**src/design/ssp_pkg.sv**
```systemverilog
`default_nettype none

package ssp_pkg;

   // default widths of the byte total and the millisecond clock
   localparam int BYTE_BITS_DEF = 48;
   localparam int TIME_BITS_DEF = 32;

   localparam int TPUT_W    = 32;
   localparam int RUN_W     = 4;
   localparam int CSR_IDX_W = 3;
   localparam int CSR_DAT_W = 16;

   // Mbps = bytes * 8 / (ms * 1000) = bytes / (125 * ms)
   localparam int MS_PER_S      = 1000;
   localparam int BITS_PER_BYTE = 8;
   localparam int TPUT_DIVISOR  = MS_PER_S / BITS_PER_BYTE;
   localparam int TPUT_DIV_W    = 7;

   localparam logic [RUN_W-1:0] RUN_MAX = 4'd15;

   // register reset values
   localparam logic                  MODE_RST     = 1'b0;
   localparam logic [15:0]           TPUT_THR_RST = 16'd200;
   localparam logic signed [7:0]     RSSI_THR_RST = -8'sd60;
   localparam logic [RUN_W-1:0]      UP_RST       = 4'd2;
   localparam logic [RUN_W-1:0]      DOWN_RST     = 4'd5;

   typedef enum logic [CSR_IDX_W-1:0] {
      CSR_POLICY_MODE    = 3'd0,
      CSR_TPUT_THRESHOLD = 3'd1,
      CSR_RSSI_THRESHOLD = 3'd2,
      CSR_UP_TICKS       = 3'd3,
      CSR_DOWN_TICKS     = 3'd4
   } csr_index_type;

   typedef struct packed {
      logic busy;
      logic done;
   } div_status_type;

   function automatic logic [RUN_W-1:0] run_inc(input logic [RUN_W-1:0] x);
      run_inc = (x < RUN_MAX) ? x + 1'b1 : RUN_MAX;
   endfunction

endpackage

`default_nettype wire

```
**src/design/ssp_div.sv**
```systemverilog
`default_nettype none

module ssp_div #(
   parameter int DVD_W = ssp_pkg::BYTE_BITS_DEF,
   parameter int DVS_W = ssp_pkg::TIME_BITS_DEF + ssp_pkg::TPUT_DIV_W
) (
   input  wire logic                   clock,
   input  wire logic                   reset,
   input  wire logic                   start,
   input  wire logic [DVD_W-1:0]       dividend,
   input  wire logic [DVS_W-1:0]       divisor,
   output logic [DVD_W-1:0]            quotient,
   output ssp_pkg::div_status_type     status
);
   import ssp_pkg::*;

   // restoring divider, one quotient bit per cycle
   localparam int CNT_W = $clog2(DVD_W + 1);

   logic [DVD_W-1:0] dvd_ff;
   logic [DVS_W-1:0] dvs_ff;
   logic [DVS_W-1:0] rem_ff;
   logic [CNT_W-1:0] cnt_ff;
   logic             busy_ff;
   logic             done_ff;

   logic [DVS_W:0]   trial;
   logic [DVS_W:0]   diff;
   logic             qbit;

   assign trial = {rem_ff, dvd_ff[DVD_W-1]};
   assign diff  = trial - {1'b0, dvs_ff};
   assign qbit  = (trial >= {1'b0, dvs_ff});

   always_ff @(posedge clock) begin
      if (reset) begin
         busy_ff <= 1'b0;
         done_ff <= 1'b0;
         cnt_ff  <= '0;
      end else begin
         // one-cycle pulse after the last quotient bit
         done_ff <= !start && busy_ff && (cnt_ff == CNT_W'(1));
         if (start) begin
            busy_ff <= 1'b1;
            cnt_ff  <= CNT_W'(DVD_W);
            dvd_ff  <= dividend;
            dvs_ff  <= divisor;
            rem_ff  <= '0;
         end else if (busy_ff) begin
            // remainder stays below divisor, so it fits DVS_W bits
            rem_ff <= qbit ? diff[DVS_W-1:0] : trial[DVS_W-1:0];
            dvd_ff <= {dvd_ff[DVD_W-2:0], qbit};
            cnt_ff <= cnt_ff - 1'b1;
            if (cnt_ff == CNT_W'(1)) begin
               busy_ff <= 1'b0;
            end
         end
      end
   end

   assign quotient    = dvd_ff;
   assign status.busy = busy_ff;
   assign status.done = done_ff;

endmodule

`default_nettype wire

```
**src/design/spatial_stream_switch_policy.sv**
```systemverilog
// Spatial stream switch policy: picks one or two spatial streams once per tick.
// Input channel (req_*): one word per tick with signal strength, running byte
//   total, millisecond time and coexistence flags. req_ready is high only while
//   the sequencer is idle; one word is worked on at a time.
// Result channel (rsp_*): one word per tick with the chosen mode, a change flag,
//   a sampled flag and the throughput in Mbps. The result sits in an output
//   register, so a stalled receiver only holds the block once the next tick's
//   result is ready as well.
// Config channel (csr_*): index and data, always ready; write only when idle.
// Divider: the throughput quotient comes from a restoring divider producing one
//   bit per cycle; it is needed only for a measured tick whose bytes and time
//   both grew. A new word can be accepted once the result is loaded into the
//   output register.
// Reset (synchronous, active high): registers to defaults, two streams, run
//   counters and previous sample cleared, no result pending.
`default_nettype none

module spatial_stream_switch_policy #(
   parameter int BYTE_BITS = ssp_pkg::BYTE_BITS_DEF,
   parameter int TIME_BITS = ssp_pkg::TIME_BITS_DEF
) (
   input  wire logic                          clock,
   input  wire logic                          reset,
   // input channel
   input  wire logic                          req_valid,
   output logic                               req_ready,
   input  wire logic signed [7:0]             req_rssi,
   input  wire logic [BYTE_BITS-1:0]          req_total_bytes,
   input  wire logic [TIME_BITS-1:0]          req_time_ms,
   input  wire logic                          req_multi_connection,
   input  wire logic                          req_concurrency_mode_one,
   input  wire logic                          req_bt_connected,
   input  wire logic                          req_on_24ghz,
   // result channel
   output logic                               rsp_valid,
   input  wire logic                          rsp_ready,
   output logic                               rsp_two_streams,
   output logic                               rsp_changed,
   output logic                               rsp_measured,
   output logic [ssp_pkg::TPUT_W-1:0]         rsp_throughput_mbps,
   // config channel
   input  wire logic                          csr_valid,
   output logic                               csr_ready,
   input  wire logic [ssp_pkg::CSR_IDX_W-1:0] csr_index,
   input  wire logic [ssp_pkg::CSR_DAT_W-1:0] csr_data
);
   import ssp_pkg::*;

   localparam int DVS_W = TIME_BITS + TPUT_DIV_W;

   typedef enum logic [1:0] {
      ST_IDLE,
      ST_CHECK,
      ST_DIVIDE,
      ST_APPLY
   } state_type;

   state_type state_ff;

   // config registers
   logic                 mode_ff;
   logic [15:0]          tput_thr_ff;
   logic signed [7:0]    rssi_thr_ff;
   logic [RUN_W-1:0]     up_ticks_ff;
   logic [RUN_W-1:0]     down_ticks_ff;

   // policy state
   logic                 two_ff;
   logic [RUN_W-1:0]     low_run_ff;
   logic [RUN_W-1:0]     high_run_ff;
   logic [RUN_W-1:0]     weak_run_ff;
   logic [BYTE_BITS-1:0] prev_bytes_ff;
   logic [TIME_BITS-1:0] prev_time_ff;

   // latched tick
   logic signed [7:0]    rssi_ff;
   logic [BYTE_BITS-1:0] bytes_ff;
   logic [TIME_BITS-1:0] now_ff;
   logic                 multi_ff;
   logic                 conc_one_ff;
   logic                 bt_ff;
   logic                 band24_ff;
   logic [TPUT_W-1:0]    tput_ff;

   // output register
   logic                 rsp_valid_ff;
   logic                 rsp_two_ff;
   logic                 rsp_changed_ff;
   logic                 rsp_measured_ff;
   logic [TPUT_W-1:0]    rsp_tput_ff;

   // decision
   logic                 coex;
   logic                 weak_rssi;
   logic                 grew;
   logic                 out_free;
   logic                 out_load;
   logic                 two_in;
   logic [RUN_W-1:0]     low_run_in;
   logic [RUN_W-1:0]     high_run_in;
   logic [RUN_W-1:0]     weak_run_in;
   logic [RUN_W-1:0]     low_inc;
   logic [RUN_W-1:0]     high_inc;
   logic [RUN_W-1:0]     weak_inc;
   logic                 measured_in;

   // divider hookup
   logic                 div_start;
   logic [BYTE_BITS-1:0] delta_bytes;
   logic [TIME_BITS-1:0] delta_time;
   logic [DVS_W-1:0]     div_divisor;
   logic [BYTE_BITS-1:0] div_quot;
   div_status_type       div_status;
   logic                 quot_hi;
   logic [TPUT_W-1:0]    quot_sat;

   assign coex      = (multi_ff && !conc_one_ff) || (bt_ff && band24_ff);
   assign weak_rssi = (rssi_ff < rssi_thr_ff);
   assign grew      = (bytes_ff > prev_bytes_ff) && (now_ff > prev_time_ff);

   assign delta_bytes = bytes_ff - prev_bytes_ff;
   assign delta_time  = now_ff - prev_time_ff;
   // bytes / (125 * ms) equals bits per microsecond
   assign div_divisor = DVS_W'(delta_time) * DVS_W'(TPUT_DIVISOR);
   assign div_start   = (state_ff == ST_CHECK) && !mode_ff && !coex && !weak_rssi && grew;

   ssp_div #(
      .DVD_W (BYTE_BITS),
      .DVS_W (DVS_W)
   ) u_div (
      .clock    (clock),
      .reset    (reset),
      .start    (div_start),
      .dividend (delta_bytes),
      .divisor  (div_divisor),
      .quotient (div_quot),
      .status   (div_status)
   );

   // quotient saturates at 32 bits
   assign quot_hi  = |(div_quot >> TPUT_W);
   assign quot_sat = quot_hi ? '1 : div_quot[TPUT_W-1:0];

   assign low_inc  = run_inc(low_run_ff);
   assign high_inc = run_inc(high_run_ff);
   assign weak_inc = run_inc(weak_run_ff);

   always_comb begin
      two_in      = two_ff;
      low_run_in  = low_run_ff;
      high_run_in = high_run_ff;
      weak_run_in = weak_run_ff;
      measured_in = 1'b0;
      if (mode_ff) begin
         // periodic: down_ticks in two streams, then up_ticks in one
         if (two_ff) begin
            low_run_in = low_inc;
            if (low_inc >= down_ticks_ff) begin
               two_in     = 1'b0;
               low_run_in = '0;
            end
         end else begin
            high_run_in = high_inc;
            if (high_inc >= up_ticks_ff) begin
               two_in      = 1'b1;
               high_run_in = '0;
            end
         end
      end else if (coex) begin
         low_run_in  = '0;
         high_run_in = '0;
         weak_run_in = '0;
         two_in      = 1'b1;
      end else if (weak_rssi) begin
         low_run_in  = '0;
         high_run_in = '0;
         weak_run_in = weak_inc;
         if (!two_ff && (weak_inc >= up_ticks_ff)) begin
            two_in      = 1'b1;
            weak_run_in = '0;
         end
      end else begin
         weak_run_in = '0;
         measured_in = 1'b1;
         if (tput_ff >= TPUT_W'(tput_thr_ff)) begin
            low_run_in = '0;
            if (!two_ff) begin
               high_run_in = high_inc;
               if (high_inc >= up_ticks_ff) begin
                  two_in      = 1'b1;
                  high_run_in = '0;
               end
            end
         end else begin
            high_run_in = '0;
            if (two_ff) begin
               low_run_in = low_inc;
               if (low_inc >= down_ticks_ff) begin
                  two_in     = 1'b0;
                  low_run_in = '0;
               end
            end
         end
      end
   end

   assign out_free  = !rsp_valid_ff || rsp_ready;
   assign out_load  = (state_ff == ST_APPLY) && out_free;
   assign req_ready = (state_ff == ST_IDLE);
   assign csr_ready = 1'b1;

   always_ff @(posedge clock) begin
      if (reset) begin
         state_ff      <= ST_IDLE;
         mode_ff       <= MODE_RST;
         tput_thr_ff   <= TPUT_THR_RST;
         rssi_thr_ff   <= RSSI_THR_RST;
         up_ticks_ff   <= UP_RST;
         down_ticks_ff <= DOWN_RST;
         two_ff        <= 1'b1;
         low_run_ff    <= '0;
         high_run_ff   <= '0;
         weak_run_ff   <= '0;
         prev_bytes_ff <= '0;
         prev_time_ff  <= '0;
         rsp_valid_ff  <= 1'b0;
      end else begin
         if (csr_valid) begin
            case (csr_index)
               CSR_POLICY_MODE:    mode_ff       <= csr_data[0];
               CSR_TPUT_THRESHOLD: tput_thr_ff   <= csr_data;
               CSR_RSSI_THRESHOLD: rssi_thr_ff   <= csr_data[7:0];
               CSR_UP_TICKS:       up_ticks_ff   <= csr_data[RUN_W-1:0];
               CSR_DOWN_TICKS:     down_ticks_ff <= csr_data[RUN_W-1:0];
               default: ;
            endcase
         end

         // a new result replaces the one leaving in the same cycle
         if (out_load) begin
            rsp_valid_ff <= 1'b1;
         end else if (rsp_valid_ff && rsp_ready) begin
            rsp_valid_ff <= 1'b0;
         end

         case (state_ff)
            ST_IDLE: begin
               if (req_valid) begin
                  rssi_ff     <= req_rssi;
                  bytes_ff    <= req_total_bytes;
                  now_ff      <= req_time_ms;
                  multi_ff    <= req_multi_connection;
                  conc_one_ff <= req_concurrency_mode_one;
                  bt_ff       <= req_bt_connected;
                  band24_ff   <= req_on_24ghz;
                  state_ff    <= ST_CHECK;
               end
            end
            ST_CHECK: begin
               tput_ff <= '0;
               if (!mode_ff && !coex && !weak_rssi) begin
                  // sample point: always store current bytes and time
                  prev_bytes_ff <= bytes_ff;
                  prev_time_ff  <= now_ff;
               end
               state_ff <= div_start ? ST_DIVIDE : ST_APPLY;
            end
            ST_DIVIDE: begin
               if (div_status.done) begin
                  tput_ff  <= quot_sat;
                  state_ff <= ST_APPLY;
               end
            end
            ST_APPLY: begin
               if (out_free) begin
                  two_ff          <= two_in;
                  low_run_ff      <= low_run_in;
                  high_run_ff     <= high_run_in;
                  weak_run_ff     <= weak_run_in;
                  rsp_two_ff      <= two_in;
                  rsp_changed_ff  <= (two_in != two_ff);
                  rsp_measured_ff <= measured_in;
                  rsp_tput_ff     <= tput_ff;
                  state_ff        <= ST_IDLE;
               end
            end
            default: state_ff <= ST_IDLE;
         endcase
      end
   end

   assign rsp_valid           = rsp_valid_ff;
   assign rsp_two_streams     = rsp_two_ff;
   assign rsp_changed         = rsp_changed_ff;
   assign rsp_measured        = rsp_measured_ff;
   assign rsp_throughput_mbps = rsp_tput_ff;

endmodule

`default_nettype wire

```
**config.mk**
```make
export PLATFORM = sky130hd
export DESIGN_NAME = spatial_stream_switch_policy
export DESIGN_NICKNAME = d
export VERILOG_FILES = /design/src/design/ssp_pkg.sv /design/src/design/ssp_div.sv /design/src/design/spatial_stream_switch_policy.sv
export SDC_FILE = /design/constraint.sdc
export NUM_CORES = 1
export LEC_CHECK = 0
export BUFFER_PORTS_ARGS = -buffer_cell sky130_fd_sc_hd__buf_4
export CORE_MARGIN = 3
export CORE_UTILIZATION = 40
export CTS_CLUSTER_SIZE = 40
export DETAILED_ROUTE_END_ITERATION = 10
export PLACE_DENSITY = 0.53
export SLEW_MARGIN = 20
export SYNTH_ARGS = -nofsm -noshare
export SYNTH_HDL_FRONTEND = slang
export SYNTH_SLANG_ARGS = --single-unit
```
**constraint.sdc**
```tcl
create_clock -name clock -period 8.92 [get_ports clock]
set_input_delay 0.892 -clock clock [delete_from_list [all_inputs] [get_ports clock]]
set_output_delay 0.892 -clock clock [all_outputs]
set_load 0.01 [all_outputs]
```
# Yosys cells after proc, flatten, opt, wreduce, memory -nomap -nowiden
# Index checks and enable logic that the tools add are counted.
# totals
ff_bits	422
latchBits	0
ram_bits	0
romBits	0
input_bits	116
out_inout_bits	38
elab_cells	158
memories	0
# op_classes
addsub	7
n_mul	1
div_mod_pow	0
order_cmp	11
eq_ne	12
n_shift	0
muxes	48
bitwise	2
reduce_logical	45
# ops
cell	count
2-to-1 mux 48 bit	2
2-to-1 mux 39 bit	2
2-to-1 mux 4 bit	18
2-to-1 mux 32 bit	2
one-hot mux 32 bit (2 select lines)	1
> comparator 48 bit	1
subtractor 48 bit	1
greater-or-equal comparator 40 x 39 -> 1 bit	1
multiplier 32 x 7 -> 39 bit, second input constant	1
subtractor 39 bit	1
greater-or-equal comparator 32 x 16 -> 1 bit	1
> comparator 32 bit	1
subtractor 32 bit	1
AND reduction 2 bit	9
2-to-1 mux 1 bit	17
OR reduction 16 bit	1
AND reduction 3 bit	5
logical AND 1 bit	14
adder 4 x 1 -> 4 bit, second input constant	3
greater-or-equal comparator 4 bit	3
less-than comparator 4 bit, second input constant	3
2-to-1 mux 6 bit	2
less-than comparator 8 bit	1
one-hot mux 2 bit (4 select lines)	1
18 further kinds	34

# Longest topological paths before layout
# logic_depth
word_depth	10
ltp_mapped	31
mapped_depth_nobuf	31

# By module
# A second synthesis with hierarchy kept.
# hier_totals
cells_unflattened	2931
hier_area_um2	28646.2
# modules_own_cells
mod	n_inst	cells_per_inst	area_per_inst_um2	seq_area_each_um2
spatial_stream_switch_policy	1	2229	20892.5	7357.1
ssp_div	1	702	7753.7	3943.8

# Least setup slack after synthesis
# No wires, ideal clock.
# synth_path
kind	flip-flop to flip-flop
start	reg bytes_ff[0]
end	reg u_div.dvd_ff[0], in the netlist u_div.quotient[0], enable pin
setup_time_ps	561
arrival_time_ps	6762
required_ps	8359
path_slack_ps	1598
path_stages_with_launch	15
path_buffers	2
synth_period_minus_slack_ps	7322
path_cell_list	edfxtp_1 inv_1 ha_1 fa_1 nor2b_1 o311ai_1 a31oi_1 nor2_1 o21ai_1 nand3_1 nand4_1 nand4_2 buf_4 buf_2 a21oi_1
# synth_between
elab_chain_cells	5
# synth_lines
item	line_no	rtl
start, declared	spatial_stream_switch_policy.sv:77	logic [BYTE_BITS-1:0] bytes_ff;
start signal, assigned	spatial_stream_switch_policy.sv:250	bytes_ff <= req_total_bytes;
> comparator 48 bit	spatial_stream_switch_policy.sv:119	assign grew = (bytes_ff > prev_bytes_ff) && (now_ff > prev_time_ff);
logical AND 1 bit	spatial_stream_switch_policy.sv:119	
logical AND 1 bit	spatial_stream_switch_policy.sv:125	assign div_start = (state_ff == ST_CHECK) && !mode_ff && !coex && !weak_rssi && grew;
nonzero test 2 bit (no source line)	--	
AND reduction 2 bit (no source line)	--	
end signal, assigned	ssp_div.sv:46	dvd_ff <= dividend;
end signal, assigned	ssp_div.sv:52	dvd_ff <= {dvd_ff[DVD_W-2:0], qbit};
end, declared	ssp_div.sv:20	logic [DVD_W-1:0] dvd_ff;
# Every way passes these cells.
# A chain may end at the register's enable or synchronous reset.

# Final worst setup path
# layout_path
start	reg now_ff[0]
end	reg u_div.dvs_ff[35], data pin
# layout_between
elab_chain_cells	2
# layout_lines
item	line_no	rtl
start, declared	spatial_stream_switch_policy.sv:78	logic [TIME_BITS-1:0] now_ff;
start signal, assigned	spatial_stream_switch_policy.sv:251	now_ff <= req_time_ms;
subtractor 32 bit	spatial_stream_switch_policy.sv:122	assign delta_time = now_ff - prev_time_ff;
multiplier 32 x 7 -> 39 bit	spatial_stream_switch_policy.sv:124	assign div_divisor = DVS_W'(delta_time) * DVS_W'(TPUT_DIVISOR);
via div_divisor[35]	spatial_stream_switch_policy.sv:111	logic [DVS_W-1:0] div_divisor;
end signal, assigned	ssp_div.sv:47	dvs_ff <= divisor;
end, declared	ssp_div.sv:21	logic [DVS_W-1:0] dvs_ff;
# The timed path passes the listed nets, and every way through them passes these cells.

==> flow_summary.yaml <==
die:
  io_pins: 154
  num_rows: 96
  die_w_um: 270
  dieHeight_um: 270
  start_util_pct: 40.6
  core-area_um2: 68800
  die-area_um2: 73000
synthesis:
  synth.avg_cell_area_um2: 9.66
  synth-seq-area-share_pct: 40.5
  yosysWarningCount: 0
  synth_edf_count: 285
  syn_area_um2: 27900
  synthFlopType: "edfxtp_1"
  syn_inst: 2892
  ys_ff_latch: 422
  synth.distinct_cells: 88
  async_flop_share_pct: 0
  synth_nets: 3355
placed_design:
  placedCellCount: 3896
  port_buffers: 152
  hpwlAfterDp_um: 51000
  post-place-ws_ps: 1350
  gp_congestion: 0.858
cells_and_area:
  areaGrowthSynthToFinish_pct: 13.0
  fin_cells: 3987
  layout.nets: 3479
  drive_above_1_share_pct: 8.84
  final_cell_mix: "364 x nand2_1, 340 x inv_1, 285 x edfxtp_1, 278 x a21oi_1, 240 x ha_1"
  fin_util_pct: 45.9
  layout_commonest_cell: "nand2_1"
global_route:
  grt_max_degree: 86
  grt_pass1_wl_um: 107000
  grt_pass1_vias: 20100
  gr-total-overflow: 0
  track_usage_pct: 17.8
  antenna_found_initial: 1
clocking:
  cts_hold_buf: 0
  clk_path_buf_depth: 3
  cts_root_buffer: "clkbuf_16"
  post_cts_buffers: 0
  htreeDepth: 2
  numCtsBuffers: 48
  path_clk_slew_ps: 60
  cts_sinks: 422
  cts.repair.resized: 0
  cts_tree: "done"
  clk_latency_ps: 620
status:
  status: "finished, final reports clean"
sta:
  hold_viol: 0
  max_slew_margin_pct: 30.6
  fin_tns_setup_ps: 0
  fin_skew_ps: 52.6
  slew_viol_final: 0
  setup_slack_ps: 1260
  fmax_ghz: 0.131
  fin_crit_sh_pct: 85.9
  setup-violations-final: 0
  period_needed_ps: 7660
  max_slew.worst_pin.slew_ps: 1040
  rsz0062_at_grt: "no"
worst_setup_path:
  crit_slowest_cell: "fa_1"
  crit_path_max_fanout: 8
  regToRegSetupSlack_ps: 1260
  worst-endpoint-required_ps: 9250
  startpoint_type: "flip-flop"
  crit_arrival_ps: 7990
  cp-end-kind: "flip-flop"
  criticalPathCategory: "flip-flop to flip-flop"
  critPathMaxStageDelay_ps: 510
worst_hold_path:
  min_path_type: "input port to flip-flop"
route:
  drc: 0
  avgRoutedWirePerCell_um: 16.6
  routed_wl_um: 66100
  dr_total_vias: 20400
  first_pass_iters: 6
  ant_nets: 0
  drt_iter0_markers: 1135
  via_per_inst: 5.12
flow_run:
  drv_cap: 0
[path summary, 6_finish.rpt]
path / start / end / depth (start not counted)
max: now_ff[0] / u_div.dvs_ff[35] / 30
min reg2reg: prev_bytes_ff[15] / prev_bytes_ff[15] / 2
max reg2reg: now_ff[0] / u_div.dvs_ff[35] / 30
min: req_total_bytes[23] / bytes_ff[23] / 1
[state kept, by name (all words and copies together), names as in the netlist, 2 cells and up]
signal	flops
now_ff	32
rssi_ff	8
high_run_ff	4
weak_run_ff	4
prev_time_ff	32
u_div.rem_ff	39
rsp_throughput_mbps	32
u_div.quotient	48
state_ff	2
bytes_ff	48
rssi_thr_ff	8
up_ticks_ff	4
prev_bytes_ff	48
u_div.cnt_ff	6
low_run_ff	4
down_ticks_ff	4
tput_ff	32
tput_thr_ff	16
u_div.dvs_ff	39
[stage by stage]
stage,hold slack (ps),area [um2]
after floorplan,417,27900
final,446,31600
after detailed placement,444,30000
after CTS,410,31500
after global placement,437,30000
after global routing,411,31600
[synth_stat cells, types with 6 or more instances]
master / count / area (um2)
a31oi_1: 24 / 150
or3_1: 12 / 75.1
nand2_1: 365 / 1370
buf_2: 10 / 50.1
fa_1: 106 / 2120
o31ai_1: 12 / 90.1
inv_1: 340 / 1280
nor2_1: 154 / 578
edfxtp_1: 285 / 8560
nand3_1: 46 / 230
o21bai_1: 24 / 180
clkbuf_1: 68 / 255
o21ai_1: 26 / 130
o21ai_0: 93 / 465
nor4_1: 18 / 113
mux2i_1: 25 / 250
nand4_1: 33 / 206
o31a_1: 8 / 70.1
a21o_1: 70 / 526
nor3_1: 35 / 175
nor2b_1: 21 / 131
xor2_1: 54 / 473
nand2b_1: 39 / 244
xnor2_1: 104 / 911
a21boi_0: 7 / 52.6
o211ai_1: 17 / 128
a211oi_1: 20 / 150
or2_2: 9 / 56.3
o21a_1: 45 / 338
and2_1: 17 / 106
dfxtp_1: 137 / 2740
and3_1: 23 / 144
maj3_1: 7 / 70.1
a21oi_1: 279 / 1400
ha_1: 241 / 3020
a41oi_1: 6 / 52.6
[worst max-delay path: cells and delay by family (launching register included)]
family	cells	cell delay, ps
XOR/XNOR	5	1070
AND/OR/NAND/NOR	5	1170
buffers and inverters	3	160
adder cells (fa/ha/maj)	6	2280
AO/OA/AOI/OAI	11	2310
flip-flops	1	400
[logic make-up after synthesis]
group                    share of synthesized area, %
AND/OR/NAND/NOR                                  12.8
adder cells (fa/ha/maj)                          18.6
AO/OA/AOI/OAI                                    15.8
buffers and inverters                            6.00
XOR/XNOR                                         5.25
other                                          0.0134
flip-flops                                       40.5
multiplexers                                     1.02
[area by class of cell]
class                      count  area [um2]
fill                        6595       37300
multi-input combinational   2038       15000
sequential                   422       11300
inverter                     341        1280
clock buffer                  59        1250
timing repair buffer         165        1250
tap                          931        1160
clock inverter                30         303
antenna                        1        2.50
[metal layers]
metal  GRT usage, %  vias up  share of wire, %  routed length, um
met4           4.83        0               2.4               1560
met5              0        -                 0                  0
met1           26.6     9620                51              33400
met2           27.0      402                43              28500
li1               -    10300                 -                  -
met3           2.35       92               4.0               2620
Power is left out: the tool's default activity adds up to more than one toggle a clock period on the data nets, which glitch-free logic cannot reach.
